### config.mk
export PLATFORM = sky130hd
export DESIGN_NAME = line_raster_engine
export DESIGN_NICKNAME = d
export VERILOG_FILES = /design/src/rtl/lre_pkg.sv /design/src/rtl/lre_setup.sv /design/src/rtl/lre_step.sv /design/src/rtl/line_raster_engine.sv
export SDC_FILE = /design/constraint.sdc
export NUM_CORES = 1
export LEC_CHECK = 0
export BUFFER_PORTS_ARGS = -buffer_cell sky130_fd_sc_hd__buf_4
export CORE_MARGIN = 5
export CORE_UTILIZATION = 41
export DETAILED_ROUTE_END_ITERATION = 16
export PLACE_DENSITY_LB_ADDON = 0.25
export SETUP_SLACK_MARGIN = 0.3
export SYNTH_ARGS = -nofsm -noshare
export SYNTH_HDL_FRONTEND = slang
export SYNTH_SLANG_ARGS = --single-unit
export TNS_END_PERCENT = 100
### constraint.sdc
create_clock -name clk -period 9.8 [get_ports clk]
set_input_delay 1.47 -clock clk [delete_from_list [all_inputs] [get_ports clk]]
set_output_delay 1.47 -clock clk [all_outputs]
set_load 0.01 [all_outputs]
### src/rtl/lre_pkg.sv
// Shared constants and types for the line raster engine.
package lre_pkg;

  // Item command codes.
  localparam logic CMD_START = 1'b0;
  localparam logic CMD_TICK  = 1'b1;

  // Framebuffer layout: 1024 bytes per row, 2 bytes per pixel.
  localparam int ADDR_W    = 32;
  localparam int COLOUR_W  = 16;
  localparam int ROW_SHIFT = 10;
  localparam int COL_SHIFT = 1;

  // Orientation of the line that is loaded.
  typedef struct packed {
    logic steep;
    logic minor_down;
  } line_flags_t;

  // Outcome of one pixel step.
  typedef struct packed {
    logic last;
    logic minor_step;
  } step_flags_t;

endpackage

### src/rtl/lre_setup.sv
// Line setup: major axis choice, endpoint ordering, deltas and initial error.
module lre_setup import lre_pkg::*; #(
  parameter int X_BITS = 9,
  parameter int Y_BITS = 8,
  parameter int C_BITS = (X_BITS > Y_BITS) ? X_BITS : Y_BITS,
  parameter int E_BITS = C_BITS + 2
) (
  input  logic [X_BITS-1:0]        start_x,
  input  logic [Y_BITS-1:0]        start_y,
  input  logic [X_BITS-1:0]        end_x,
  input  logic [Y_BITS-1:0]        end_y,
  output line_flags_t              flags,
  output logic [C_BITS-1:0]        major_pos,
  output logic [C_BITS-1:0]        major_end,
  output logic [C_BITS-1:0]        minor_pos,
  output logic [C_BITS-1:0]        major_delta,
  output logic [C_BITS-1:0]        minor_delta,
  output logic signed [E_BITS-1:0] error_init
);

  logic [C_BITS-1:0] x0, y0, x1, y1;
  logic [C_BITS-1:0] dx, dy;
  logic [C_BITS-1:0] a0, b0, a1, b1;
  logic [C_BITS-1:0] lo_a, lo_b, hi_a, hi_b;
  logic              steep;

  // Widen the endpoints to the common coordinate width.
  assign x0 = C_BITS'(start_x);
  assign y0 = C_BITS'(start_y);
  assign x1 = C_BITS'(end_x);
  assign y1 = C_BITS'(end_y);

  // The line is steep when it spans more rows than columns.
  assign dx    = (x1 > x0) ? (x1 - x0) : (x0 - x1);
  assign dy    = (y1 > y0) ? (y1 - y0) : (y0 - y1);
  assign steep = dy > dx;

  // Map onto major and minor axes.
  assign a0 = steep ? y0 : x0;
  assign b0 = steep ? x0 : y0;
  assign a1 = steep ? y1 : x1;
  assign b1 = steep ? x1 : y1;

  // Order the endpoints so the major coordinate rises.
  always_comb begin
    if (a0 > a1) begin
      lo_a = a1;
      lo_b = b1;
      hi_a = a0;
      hi_b = b0;
    end else begin
      lo_a = a0;
      lo_b = b0;
      hi_a = a1;
      hi_b = b1;
    end
  end

  assign major_pos   = lo_a;
  assign major_end   = hi_a;
  assign minor_pos   = lo_b;
  assign major_delta = hi_a - lo_a;
  assign minor_delta = (hi_b > lo_b) ? (hi_b - lo_b) : (lo_b - hi_b);

  assign flags.steep      = steep;
  assign flags.minor_down = !(lo_b < hi_b);

  // The error term starts at minus half the major delta.
  assign error_init = E_BITS'(0) - $signed(E_BITS'(major_delta >> 1));

endmodule

### src/rtl/lre_step.sv
// Pixel step: plotted coordinates, byte address and the next Bresenham state.
module lre_step import lre_pkg::*; #(
  parameter int X_BITS = 9,
  parameter int Y_BITS = 8,
  parameter int C_BITS = (X_BITS > Y_BITS) ? X_BITS : Y_BITS,
  parameter int E_BITS = C_BITS + 2
) (
  input  line_flags_t              flags,
  input  logic [C_BITS-1:0]        major_pos,
  input  logic [C_BITS-1:0]        major_end,
  input  logic [C_BITS-1:0]        minor_pos,
  input  logic [C_BITS-1:0]        major_delta,
  input  logic [C_BITS-1:0]        minor_delta,
  input  logic signed [E_BITS-1:0] error_term,
  input  logic [ADDR_W-1:0]        frame_base,
  output logic [X_BITS-1:0]        pixel_x,
  output logic [Y_BITS-1:0]        pixel_y,
  output logic [ADDR_W-1:0]        pixel_address,
  output step_flags_t              status,
  output logic [C_BITS-1:0]        major_pos_nxt,
  output logic [C_BITS-1:0]        minor_pos_nxt,
  output logic signed [E_BITS-1:0] error_nxt
);

  logic [C_BITS-1:0]        col, row;
  logic signed [E_BITS-1:0] err_sum;

  // Pick the plotted coordinates from the major and minor positions.
  assign col     = flags.steep ? minor_pos : major_pos;
  assign row     = flags.steep ? major_pos : minor_pos;
  assign pixel_x = col[X_BITS-1:0];
  assign pixel_y = row[Y_BITS-1:0];

  // Byte address of the pixel, wrapping at the address width.
  assign pixel_address = frame_base + (ADDR_W'(pixel_y) << ROW_SHIFT)
                       + (ADDR_W'(pixel_x) << COL_SHIFT);

  // Accumulate the minor delta; a positive error moves the minor axis.
  assign err_sum           = error_term + $signed(E_BITS'(minor_delta));
  assign status.minor_step = err_sum > $signed(E_BITS'(0));
  assign status.last       = major_pos == major_end;

  always_comb begin
    error_nxt     = err_sum;
    minor_pos_nxt = minor_pos;
    if (status.minor_step) begin
      error_nxt     = err_sum - $signed(E_BITS'(major_delta));
      minor_pos_nxt = flags.minor_down ? (minor_pos - 1'b1) : (minor_pos + 1'b1);
    end
  end

  // The major position holds on the final pixel.
  assign major_pos_nxt = status.last ? major_pos : (major_pos + 1'b1);

endmodule

### src/rtl/line_raster_engine.sv
// Top level of the line raster engine: item register, line state and result register.
//
//   channel  direction  handshake              payload
//   in_      input      in_valid / in_stall    cmd, endpoints, color
//   out_     output     out_valid / out_stall  pixel x, y, color, address, last flag
//   cfg_     input      cfg_valid / cfg_ready  frame base address
//
// An item is registered on entry and executed from the item register, and a
// tick's pixel is then registered in the result register; one item per cycle
// is sustained while no pixel-making tick waits on out_stall, set by the error
// and position update loop.
// Start items and idle ticks execute even while a result waits on out_stall;
// only a tick that makes a pixel waits for the result register.
// Reset (synchronous, rst_n low) empties both registers, leaves the block
// idle and clears the frame base. cfg_ready is always high.
module line_raster_engine import lre_pkg::*; #(
  parameter int X_BITS = 9,
  parameter int Y_BITS = 8
) (
  input  logic                clk,
  input  logic                rst_n,
  input  logic                in_valid,
  output logic                in_stall,
  input  logic                in_cmd,
  input  logic [X_BITS-1:0]   in_start_x,
  input  logic [Y_BITS-1:0]   in_start_y,
  input  logic [X_BITS-1:0]   in_end_x,
  input  logic [Y_BITS-1:0]   in_end_y,
  input  logic [COLOUR_W-1:0] in_colour_in,
  output logic                out_valid,
  input  logic                out_stall,
  output logic [X_BITS-1:0]   out_pixel_x,
  output logic [Y_BITS-1:0]   out_pixel_y,
  output logic [COLOUR_W-1:0] out_pixel_colour,
  output logic [ADDR_W-1:0]   out_pixel_address,
  output logic                out_last_pixel,
  input  logic                cfg_valid,
  output logic                cfg_ready,
  input  logic [ADDR_W-1:0]   cfg_data
);

  localparam int C_BITS = (X_BITS > Y_BITS) ? X_BITS : Y_BITS;
  localparam int E_BITS = C_BITS + 2;

  // Item register.
  logic                in_full_r;
  logic                cmd_r;
  logic [X_BITS-1:0]   start_x_r, end_x_r;
  logic [Y_BITS-1:0]   start_y_r, end_y_r;
  logic [COLOUR_W-1:0] colour_r;

  // Line state.
  logic                     drawing_r;
  line_flags_t              flags_r;
  logic [C_BITS-1:0]        major_pos_r, major_end_r, minor_pos_r;
  logic [C_BITS-1:0]        major_delta_r, minor_delta_r;
  logic signed [E_BITS-1:0] error_r;
  logic [COLOUR_W-1:0]      draw_colour_r;
  logic [ADDR_W-1:0]        frame_base_r;

  // Result register.
  logic                out_valid_r;
  logic [X_BITS-1:0]   pixel_x_r;
  logic [Y_BITS-1:0]   pixel_y_r;
  logic [COLOUR_W-1:0] pixel_colour_r;
  logic [ADDR_W-1:0]   pixel_address_r;
  logic                last_pixel_r;

  // Setup and step results.
  line_flags_t              set_flags;
  logic [C_BITS-1:0]        set_major_pos, set_major_end, set_minor_pos;
  logic [C_BITS-1:0]        set_major_delta, set_minor_delta;
  logic signed [E_BITS-1:0] set_error;
  logic [X_BITS-1:0]        stp_x;
  logic [Y_BITS-1:0]        stp_y;
  logic [ADDR_W-1:0]        stp_address;
  step_flags_t              stp_status;
  logic [C_BITS-1:0]        major_pos_nxt, minor_pos_nxt;
  logic signed [E_BITS-1:0] error_nxt;

  logic is_start, is_pixel, exec_go, in_take;

  lre_setup #(.X_BITS(X_BITS), .Y_BITS(Y_BITS)) u_setup (
    .start_x     (start_x_r),
    .start_y     (start_y_r),
    .end_x       (end_x_r),
    .end_y       (end_y_r),
    .flags       (set_flags),
    .major_pos   (set_major_pos),
    .major_end   (set_major_end),
    .minor_pos   (set_minor_pos),
    .major_delta (set_major_delta),
    .minor_delta (set_minor_delta),
    .error_init  (set_error)
  );

  lre_step #(.X_BITS(X_BITS), .Y_BITS(Y_BITS)) u_step (
    .flags         (flags_r),
    .major_pos     (major_pos_r),
    .major_end     (major_end_r),
    .minor_pos     (minor_pos_r),
    .major_delta   (major_delta_r),
    .minor_delta   (minor_delta_r),
    .error_term    (error_r),
    .frame_base    (frame_base_r),
    .pixel_x       (stp_x),
    .pixel_y       (stp_y),
    .pixel_address (stp_address),
    .status        (stp_status),
    .major_pos_nxt (major_pos_nxt),
    .minor_pos_nxt (minor_pos_nxt),
    .error_nxt     (error_nxt)
  );

  // Only a tick on a line in progress needs room in the result register.
  assign is_start = in_full_r && (cmd_r == CMD_START);
  assign is_pixel = in_full_r && (cmd_r == CMD_TICK) && drawing_r;
  assign exec_go  = in_full_r && !(is_pixel && out_valid_r && out_stall);
  assign in_stall = in_full_r && !exec_go;
  assign in_take  = in_valid && !in_stall;

  // Item register.
  always_ff @(posedge clk) begin
    if (!rst_n) begin
      in_full_r <= 1'b0;
    end else if (in_take) begin
      in_full_r <= 1'b1;
    end else if (exec_go) begin
      in_full_r <= 1'b0;
    end
  end

  always_ff @(posedge clk) begin
    if (in_take) begin
      cmd_r     <= in_cmd;
      start_x_r <= in_start_x;
      start_y_r <= in_start_y;
      end_x_r   <= in_end_x;
      end_y_r   <= in_end_y;
      colour_r  <= in_colour_in;
    end
  end

  // Line state: loaded by a start item, advanced by each plotted pixel.
  always_ff @(posedge clk) begin
    if (!rst_n) begin
      drawing_r     <= 1'b0;
      flags_r       <= '0;
      major_pos_r   <= '0;
      major_end_r   <= '0;
      minor_pos_r   <= '0;
      major_delta_r <= '0;
      minor_delta_r <= '0;
      error_r       <= '0;
      draw_colour_r <= '0;
    end else if (exec_go && is_start) begin
      drawing_r     <= 1'b1;
      flags_r       <= set_flags;
      major_pos_r   <= set_major_pos;
      major_end_r   <= set_major_end;
      minor_pos_r   <= set_minor_pos;
      major_delta_r <= set_major_delta;
      minor_delta_r <= set_minor_delta;
      error_r       <= set_error;
      draw_colour_r <= colour_r;
    end else if (exec_go && is_pixel) begin
      drawing_r   <= !stp_status.last;
      major_pos_r <= major_pos_nxt;
      minor_pos_r <= minor_pos_nxt;
      error_r     <= error_nxt;
    end
  end

  // Frame base register; writes are always taken.
  assign cfg_ready = 1'b1;

  always_ff @(posedge clk) begin
    if (!rst_n) begin
      frame_base_r <= '0;
    end else if (cfg_valid && cfg_ready) begin
      frame_base_r <= cfg_data;
    end
  end

  // Result register.
  always_ff @(posedge clk) begin
    if (!rst_n) begin
      out_valid_r <= 1'b0;
    end else if (exec_go && is_pixel) begin
      out_valid_r <= 1'b1;
    end else if (!out_stall) begin
      out_valid_r <= 1'b0;
    end
  end

  always_ff @(posedge clk) begin
    if (exec_go && is_pixel) begin
      pixel_x_r       <= stp_x;
      pixel_y_r       <= stp_y;
      pixel_colour_r  <= draw_colour_r;
      pixel_address_r <= stp_address;
      last_pixel_r    <= stp_status.last;
    end
  end

  assign out_valid         = out_valid_r;
  assign out_pixel_x       = pixel_x_r;
  assign out_pixel_y       = pixel_y_r;
  assign out_pixel_colour  = pixel_colour_r;
  assign out_pixel_address = pixel_address_r;
  assign out_last_pixel    = last_pixel_r;

endmodule

==> run metrics, run 1 <==
status completed; I/O pin count 157; root buf cell clkbuf_16; CTS hold repair buffers 0; Setup Crit Path Kind flip-flop to flip-flop; CTS Buffer Depth 3; final hold vios 0; mapped cell area about 0.014 mm^2; Reg-to-Reg Start start_x_r[1]; RePlAce Congestion roughly 0.97; Critical Path RT approximately 10 ns; synth warn 0; H-tree Lvls 1; share of layout cells above drive strength 1 23.6%; Setup TNS Final 0 ns; commonest non-fill, non-tap cells in the layout buf_4, nand2_1, edfxtp_1, inv_1, a21oi_1; Async SR Flop Fraction 0%; die footprint 0.0389 mm^2; Setup Viol. Count Final 0; relative slew slack roughly a third; max-slew violations 0; data arrival time of the worst path between 9 and 10 ns; via count around 12000; core region area between 0.03 and 0.04 mm^2; Initial Utilization between 40% and 50%; crit-path most repeated cell a21oi_2; DRC 0; largest net degree at the start of global routing 78; vias in the first global route ~12000; Mapped Cells 1555; cell taking the most area after synthesis edfxtp_1; most common library cell in the layout ignoring fill and taps buf_4; Met2 Wirelength around 19000 um; syn avg cell area just over 9 um^2; CTS tree built; DP HPWL 31400 um; WL per Instance approximately 18 um; Port Buf Inserts 155; RSZ-0062 raised after global routing true; # rows 68; first-pass GRT wire length about 64000 um; critical path peak fanout 8; top sig layer met4; Worst-Margin Slew around 1.0 ns; Tmin final around 9.1 ns; WL met1 around 18000 um; Syn Nets 1765; R2R cell count 45; TritonRoute pass-1 iters 5; total wire length between 40000 and 50000 um; Initial DRC Count 746; Die Wd slightly below 200 um; EDFF count, synth around 120; top post-synthesis cells by area edfxtp_1, dfxtp_1, ha_1; crit path launch start_x_r[1]; Max Cap Violations 0; grt total ovfl 0; register area share after synthesis approximately two fifths; Ant. Diodes 0; CP max-delay cell or4_4; Area Growth Syn to Fin 25.5%; Yosys top cell area share 24.4%; R2R Setup Slk 0.65 ns; CP startpoint kind flip-flop; largest incremental delay on the critical path ~0.53 ns; #FFs+latches synth 226; vias per inst about 5.3; Final Cycle Share around 93%; fillers 3155; Worst-Skew Late Latency between 0.5 and 0.6 ns; Worst Hold Class flip-flop to flip-flop; Final nets between 2000 and 2500; CTS Sinks roughly 230; Critical Path End Type flip-flop; Worst Skew 0.0123 ns; WL met3 roughly 2400 um; prevailing post-synth register cell edfxtp_1; Clock Pin Slew Worst Setup and Hold Paths ~0.060 ns; Yosys cell types 81; CTS buffer count 25; Hold Startpoint draw_colour_r[14]; CP endpoint minor_delta_r[3]; Post-DRT Antenna Nets 0; Die Ht 197 um; FF-to-FF End minor_delta_r[3]; f_max about 110 MHz; Total Routing Usage GR between 20% and 30%; initial antenna violation count 0
## state kept, by name, summed over array words and instances, names as in the netlist, 11 cells and up
register	count
colour_r	16
out_pixel_colour	16
out_pixel_address	32
draw_colour_r	16
error_r	11
frame_base_r	32
## area by class of cell
type                            instances  area (um^2)  area share, %
Multi-Input combinational cell       1151         8410           46.6
Sequential cell                       226         5700           31.5
Timing Repair Buffer                  270         2100           11.7
Clock buffer                           29          641           3.55
Tap cell                              455          569           3.15
Inverter                              118          444           2.46
Clock inverter                         17          191           1.06
## cell families after synthesis
group	synth area share, %
buffers and inverters	4.87
flip-flops	39.6
AO/OA/AOI/OAI	17.3
AND/OR/NAND/NOR	15.1
other	0.0261
XOR/XNOR	5.66
multiplexers	6.25
adder cells (fa/ha/maj)	11.2
## cell usage after synthesis (4+ instances only)
| cell type | instances |
|---|---|
| a21o_1 | 18 |
| nor2_1 | 99 |
| a31oi_1 | 8 |
| nand2b_1 | 14 |
| dfxtp_1 | 109 |
| nand4_1 | 11 |
| o21ai_2 | 4 |
| buf_1 | 12 |
| or4_1 | 5 |
| and3_1 | 10 |
| nor3_1 | 16 |
| o21a_1 | 7 |
| a21boi_0 | 26 |
| a211oi_1 | 31 |
| fa_1 | 10 |
| edfxtp_1 | 117 |
| o211ai_1 | 23 |
| or3_1 | 4 |
| nand2_1 | 178 |
| ha_1 | 112 |
| o21bai_1 | 11 |
| or2_2 | 6 |
| xor2_1 | 27 |
| clkbuf_1 | 46 |
| nor2b_1 | 55 |
| and2_1 | 4 |
| inv_1 | 118 |
| o21ai_0 | 84 |
| xnor2_1 | 66 |
| mux2_2 | 22 |
| mux2i_1 | 65 |
| o221ai_1 | 5 |
| nand3_1 | 26 |
| a21oi_1 | 132 |
## metal layers
layer / vias to the layer above / global-route usage, %
met1: 5649 / 27.9
met4: 0 / 6.45
met3: 94 / 2.95
met2: 372 / 32.7
li1: 5966 / -
met5: - / 0
## worst min-delay path by stage
| stage | endpoint | slack [ns] | cells past startpoint |
|---|---|---|---|
| 3_3_place_gp | out_pixel_colour[1] | 0.41 | 0 |
| 3_5_place_dp | out_pixel_colour[14] | 0.42 | 0 |
| 6_report | out_pixel_colour[14] | 0.42 | 0 |
| 4_1_cts | out_pixel_colour[14] | 0.43 | 0 |
| 5_1_grt | out_pixel_colour[6] | 0.43 | 0 |
| 2_1_floorplan | out_pixel_address[0] | 0.41 | 0 |
## through the flow
| step | setup slack, ns | area, um^2 | hold slack, ns | instances | utilization [%] |
|---|---|---|---|---|---|
| floorplan | 0.326 | 14500 | 0.408 | 1555 | - |
| global placement | 0.127 | 16500 | 0.411 | 2183 | 47.8 |
| detailed placement | 0.163 | 16500 | 0.415 | 2183 | 47.8 |
| CTS | 0.303 | 17400 | 0.427 | 2230 | 50.3 |
| global route | 0.208 | 18100 | 0.434 | 2266 | 52.1 |
| finish | 0.654 | 18100 | 0.425 | 2266 | 52.1 |
## critical path, delay by kind of cell (launching register included)
kind / cells / cell delay [ns]
AO/OA/AOI/OAI: 22 / 3.66
AND/OR/NAND/NOR: 11 / 2.54
adder cells (fa/ha/maj): 4 / 1.19
buffers and inverters: 4 / 0.54
multiplexers: 2 / 0.46
flip-flops: 1 / 0.40
XOR/XNOR: 2 / 0.24
## what timing repair did
item / in CTS / in global routing
resized for setup: 8 / 87
endpoints found under the setup margin: 6 / 14
setup buffers: 1 / 32
cloned: 0 / 4
pin swaps: 1 / 32
Power of run 1 is left out: the tool's default activity adds up to more than one toggle a clock period on the data nets, which glitch-free logic cannot reach.
==> run 2, diff against run 1 <==
--- a/config.mk
+++ b/config.mk
@@ -6,10 +6,11 @@
 export NUM_CORES = 1
 export LEC_CHECK = 0
 export BUFFER_PORTS_ARGS = -buffer_cell sky130_fd_sc_hd__buf_4
+export CORE_ASPECT_RATIO = 0.8
 export CORE_MARGIN = 5
 export CORE_UTILIZATION = 41
 export DETAILED_ROUTE_END_ITERATION = 16
-export PLACE_DENSITY_LB_ADDON = 0.25
+export PLACE_DENSITY = 0.58
 export SETUP_SLACK_MARGIN = 0.3
 export SYNTH_ARGS = -nofsm -noshare
 export SYNTH_HDL_FRONTEND = slang
==> run 2 against run 1 <==
Against the previous run:
- utilization grew 0.29 points
- wire length rose by 6.6%
- non-clock buffer count increased by 11
- maximum frequency shrank 0.64%
- global-route usage rose by 1.4 points
- die area about the same
- sequential cell count unchanged
- critical path type unchanged
- critical endpoint is now minor_delta_r[6]
==> run metrics, run 2 (synthesis gave the netlist of run 1 again) <==
fillers 3203 (+1.5%); WL per Instance 19.2 um (+5.4%); critical path peak fanout 9 (+1); Area Growth Syn to Fin 26.6%; grt total ovfl 0 (unchanged); FF-to-FF End minor_delta_r[6]; Tmin final 9.21 ns (+0.0587 ns); core region area 0.0347 mm^2 (+0.29%); CTS buffer count 25 (unchanged); H-tree Lvls 1 (unchanged); # rows 61 (-10%); Setup Viol. Count Final 0 (unchanged); vias in the first global route 11546 (-1.2%); Layout Cell Area excl Fill 0.0182 mm^2 (+0.85%); first-pass GRT wire length 66100 um (+3.5%); Reg-to-Reg Start end_x_r[5]; CTS tree built; Total Routing Usage GR 21.6% (+1.4 points); die footprint 0.0389 mm^2 (about the same); Ant. Diodes 0 (unchanged); final hold vios 0 (unchanged); Final nets 2012 (+0.50%); data arrival time of the worst path 9.68 ns (+0.07 ns); Critical Path RT 10.28 ns (about the same); Setup Crit Path Kind flip-flop to flip-flop; footprint of the multi-input gates 0.00843 mm^2 (+0.25%); share of layout cells above drive strength 1 23.8% (+0.20 points); RSZ-0062 raised after global routing false; Port Buf Inserts 155 (unchanged); CP endpoint minor_delta_r[6]; Die Wd 219 um (+11%); Final Cycle Share 93.9% (+0.60 points); commonest non-fill, non-tap cells in the layout buf_4, nand2_1, a21oi_1, edfxtp_1, inv_1; total wire length 44100 um (+6.6%); Clock Pin Slew Worst Setup and Hold Paths 0.06 ns (about the same); Worst Skew 0.0127 ns (+0.000405 ns); Reg area 0.00570 mm^2 (unchanged); most common library cell in the layout ignoring fill and taps buf_4; Max Cap Violations 0 (unchanged); largest incremental delay on the critical path 0.49 ns (-0.04 ns); R2R cell count 49 (+8.9%); largest net degree at the start of global routing 77 (-1.3%); placed cell areas 0.0165 mm^2 (-0.23%); max-slew violations 0 (unchanged); initial antenna violation count 0 (unchanged); Post-DRT Antenna Nets 0 (unchanged); RePlAce Congestion 0.913 (-5.9%); CTS Buffer Depth 3 (unchanged); CP startpoint kind flip-flop; root buf cell clkbuf_16; R2R Setup Slk 0.59 ns (-0.06 ns); crit path launch end_x_r[5]; Initial DRC Count 762 (+2.1%); Worst-Skew Late Latency 0.54 ns (about the same); relative slew slack 25.5% (-7.5 points); via count 12293 (+1.8%); status completed; Critical Path End Type flip-flop; Die Ht 178 um (-10%); CTS hold repair buffers 0 (unchanged); DP HPWL 33100 um (+5.6%); Setup TNS Final 0 ns (unchanged); f_max 109 MHz (-0.64%); CTS Sinks 226 (unchanged); Worst-Margin Slew 1.11 ns (+0.103 ns); Worst Hold Class flip-flop to flip-flop; vias per inst 5.36 (+0.56%); TritonRoute pass-1 iters 6 (+1); I/O pin count 157 (unchanged); Hold Startpoint draw_colour_r[9]; Initial Utilization 41.4% (-0.12 points); CP max-delay cell edfxtp_1; DRC 0 (unchanged)
==> run 2: what timing repair did <==
action | in CTS | in global routing
endpoints found under the hold margin | 0 | 0
resized for setup | 19 | 77
setup buffers | 10 | 40
pin swaps | 7 | 31
cloned | 0 | 5
endpoints found under the setup margin | 11 | 15
==> run 2: worst max-delay path: cells and delay by family (launching register included) <==
kind,cells,cell delay [ns]
AO/OA/AOI/OAI,23,4.26
XOR/XNOR,2,0.21
adder cells (fa/ha/maj),4,1.25
buffers and inverters,9,1.21
flip-flops,1,0.49
multiplexers,1,0.14
AND/OR/NAND/NOR,10,1.56
==> run 2: cell type report <==
type / count / area share (%)
clock buffers: 36 / 4.05
repair buffers: 281 / 12.2
clock inverters: 10 / 0.454
inverters: 118 / 2.44
flip-flops and latches: 226 / 31.3
multi-input cells: 1150 / 46.3
well taps: 472 / 3.24
==> run 2: how the worst min path moves through the flow <==
stage | end | slack, ns | cells past startpoint
2_1_floorplan | out_pixel_address[0] | 0.41 | 0
3_3_place_gp | out_pixel_colour[15] | 0.41 | 0
3_5_place_dp | out_pixel_colour[10] | 0.42 | 0
4_1_cts | out_pixel_colour[14] | 0.43 | 0
5_1_grt | out_pixel_colour[9] | 0.44 | 0
6_report | out_pixel_colour[9] | 0.43 | 0
==> run 2: per-stage QoR <==
stage	util, %	hold WS [ns]	instances	worst slack (ns)
6_report	52.4	0.433	2293	0.595
5_1_grt	52.4	0.445	2293	0.167
4_1_cts	50.3	0.431	2248	0.308
3_5_place_dp	47.5	0.421	2192	-0.0501
3_3_place_gp	47.5	0.411	2192	-0.0176
2_1_floorplan	-	0.408	1555	0.326
==> run 2: per-layer routing <==
metal	wire length (um)	vias to the layer above	track usage [%]
li1	-	5995	-
met1	22000	5826	33.6
met2	17600	412	30.2
met3	3540	60	5.07
met4	1030	0	4.63
met5	0	-	0
Power of run 2 is left out for the same reason.
==> run 3, diff against run 2 <==
--- a/config.mk
+++ b/config.mk
@@ -11,6 +11,7 @@
 export CORE_UTILIZATION = 41
 export DETAILED_ROUTE_END_ITERATION = 16
 export PLACE_DENSITY = 0.58
+export RECOVER_POWER = 50
 export SETUP_SLACK_MARGIN = 0.3
 export SYNTH_ARGS = -nofsm -noshare
 export SYNTH_HDL_FRONTEND = slang
==> run 3 against run 2 <==
Against the previous run:
- the run now ends with capacitance limit, slew limit left
- register-to-register slack is essentially flat
- critical path depth is the same
- clock skew increased by 0.0015 ns
- first-iteration DRC count increased by 7.1%
- die area stayed put
- final area is 0.74% lower
- wire length hardly changed
- sequential share of layout area up 0.23 points
- global-route usage did not move
- worst setup slack got worse by 0.0075 ns
- maximum frequency about the same
==> run metrics, run 3 (synthesis gave the netlist of run 1 again) <==
Setup Crit Path Kind flip-flop to flip-flop; placed cell areas 0.0165 mm^2 (unchanged); final hold vios 0 (unchanged); CTS tree built; root buf cell clkbuf_16; TritonRoute pass-1 iters 6 (unchanged); Final Core Density 52.0% (-0.39 points); fillers 3237 (+1.1%); status finished with violations; data arrival time of the worst path 9.69 ns (about the same); H-tree Lvls 1 (unchanged); CP startpoint kind flip-flop; DP HPWL 33100 um (unchanged); Worst-Skew Late Latency 0.54 ns (about the same); most common library cell in the layout ignoring fill and taps buf_4; vias in the first global route 11546 (unchanged); CTS Sinks 226 (unchanged); relative slew slack -73.0% (-98 points); Worst Hold Class flip-flop to flip-flop; critical path peak fanout 9 (unchanged); max-slew violations 151 (+151); Critical Path End Type flip-flop; Total Routing Usage GR 21.6% (unchanged); total wire length 44100 um (about the same); vias per inst 5.33 (-0.49%); Setup Viol. Count Final 0 (unchanged); DRC 0 (unchanged); grt total ovfl 0 (unchanged); Critical Path RT 10.28 ns (about the same); CP max-delay cell edfxtp_1; Final Cycle Share 94.0% (about the same); Initial DRC Count 816 (+7.1%); initial antenna violation count 0 (unchanged); f_max 109 MHz (about the same); Max Cap Violations 4 (+4); largest net degree at the start of global routing 77 (unchanged); hold depth 0 (unchanged); Die Ht 178 um (unchanged); Ant. Diodes 0 (unchanged); Worst Skew 0.0142 ns (+0.00151 ns); RSZ-0062 raised after global routing false; Worst-Margin Slew 2.59 ns (+1.49 ns); Tmin final 9.21 ns (+0.00750 ns); Setup WS post-layout 0.587 ns (-0.00750 ns); R2R cell count 49 (unchanged); CTS buffer count 25 (unchanged); Reg area 0.00570 mm^2 (unchanged); via count 12233 (-0.49%); failing checks capacitance limit, slew limit; first-pass GRT wire length 66100 um (unchanged); die footprint 0.0389 mm^2 (unchanged); R2R Setup Slk 0.59 ns (about the same); share of layout cells above drive strength 1 21.3% (-2.6 points); CTS Buffer Depth 3 (unchanged); hold slack 0.433 ns (-0.000272 ns); Clock Pin Slew Worst Setup and Hold Paths 0.06 ns (about the same); Die Wd 219 um (unchanged); footprint of the multi-input gates 0.00842 mm^2 (about the same); Final nets 2012 (unchanged); Initial Utilization 41.4% (unchanged); Post-Place Worst Slack -0.0501 ns (unchanged); Layout Cell Area excl Fill 0.0181 mm^2 (-0.74%); I/O pin count 157 (unchanged); Port Buf Inserts 155 (unchanged); Post-DRT Antenna Nets 0 (unchanged); commonest non-fill, non-tap cells in the layout buf_4, nand2_1, a21oi_1, edfxtp_1, inv_1; largest incremental delay on the critical path 0.49 ns (about the same); # rows 61 (unchanged); core region area 0.0347 mm^2 (unchanged); Area Growth Syn to Fin 25.7%; WL per Instance 19.2 um (about the same); RePlAce Congestion 0.913 (unchanged)
-- run 3: layout make-up --
class	count	share of cell area (%)
clock inverter	10	0.457
sequential	226	31.5
tap	472	3.27
multi-input combinational	1150	46.6
clock buffer	36	4.09
inverter	118	2.46
timing repair buffer	281	11.6
-- run 3: critical path: cells and delay by family (launching register included) --
family                     cells  cell delay, ns
AOI/OAI and AO/OA             23            4.28
adders and majority gates      4            1.25
xor gates and xnor gates       2            0.21
and+or+nand+nor               10            1.55
DFF                            1            0.49
muxes                          1            0.14
buffers and inverters          9            1.21
-- run 3: worst paths after layout --
kind                startpoint                   end
max                 end_x_r[5]      minor_delta_r[6]
min          draw_colour_r[10]  out_pixel_colour[10]
max reg2reg         end_x_r[5]      minor_delta_r[6]
min reg2reg  draw_colour_r[10]  out_pixel_colour[10]
-- run 3: per-layer routing --
metal | part of all wire [%] | up-vias | GRT usage [%] | wire [um]
met5 | 0 | - | 0 | 0
met4 | 2.3 | 0 | 4.63 | 1020
met3 | 8.0 | 57 | 5.07 | 3510
met2 | 40 | 388 | 30.2 | 17700
met1 | 50 | 5798 | 33.6 | 21900
li1 | - | 5990 | - | -
-- run 3: timing repair --
action,in CTS,in global routing
endpoints found under the setup margin,11,15
gates cloned,0,5
hold buffers,0,0
resized for setup,19,77
setup buffers,10,40
pin swaps,7,31
-- run 3: metrics by stage --
stage / instances / TNS [ns]
finish: 2293 / 0
CTS: 2248 / 0
detailed placement: 2192 / -0.0923
global route: 2293 / 0
global placement: 2192 / -0.0176
floorplan: 1555 / 0
Power of run 3 is left out for the same reason.
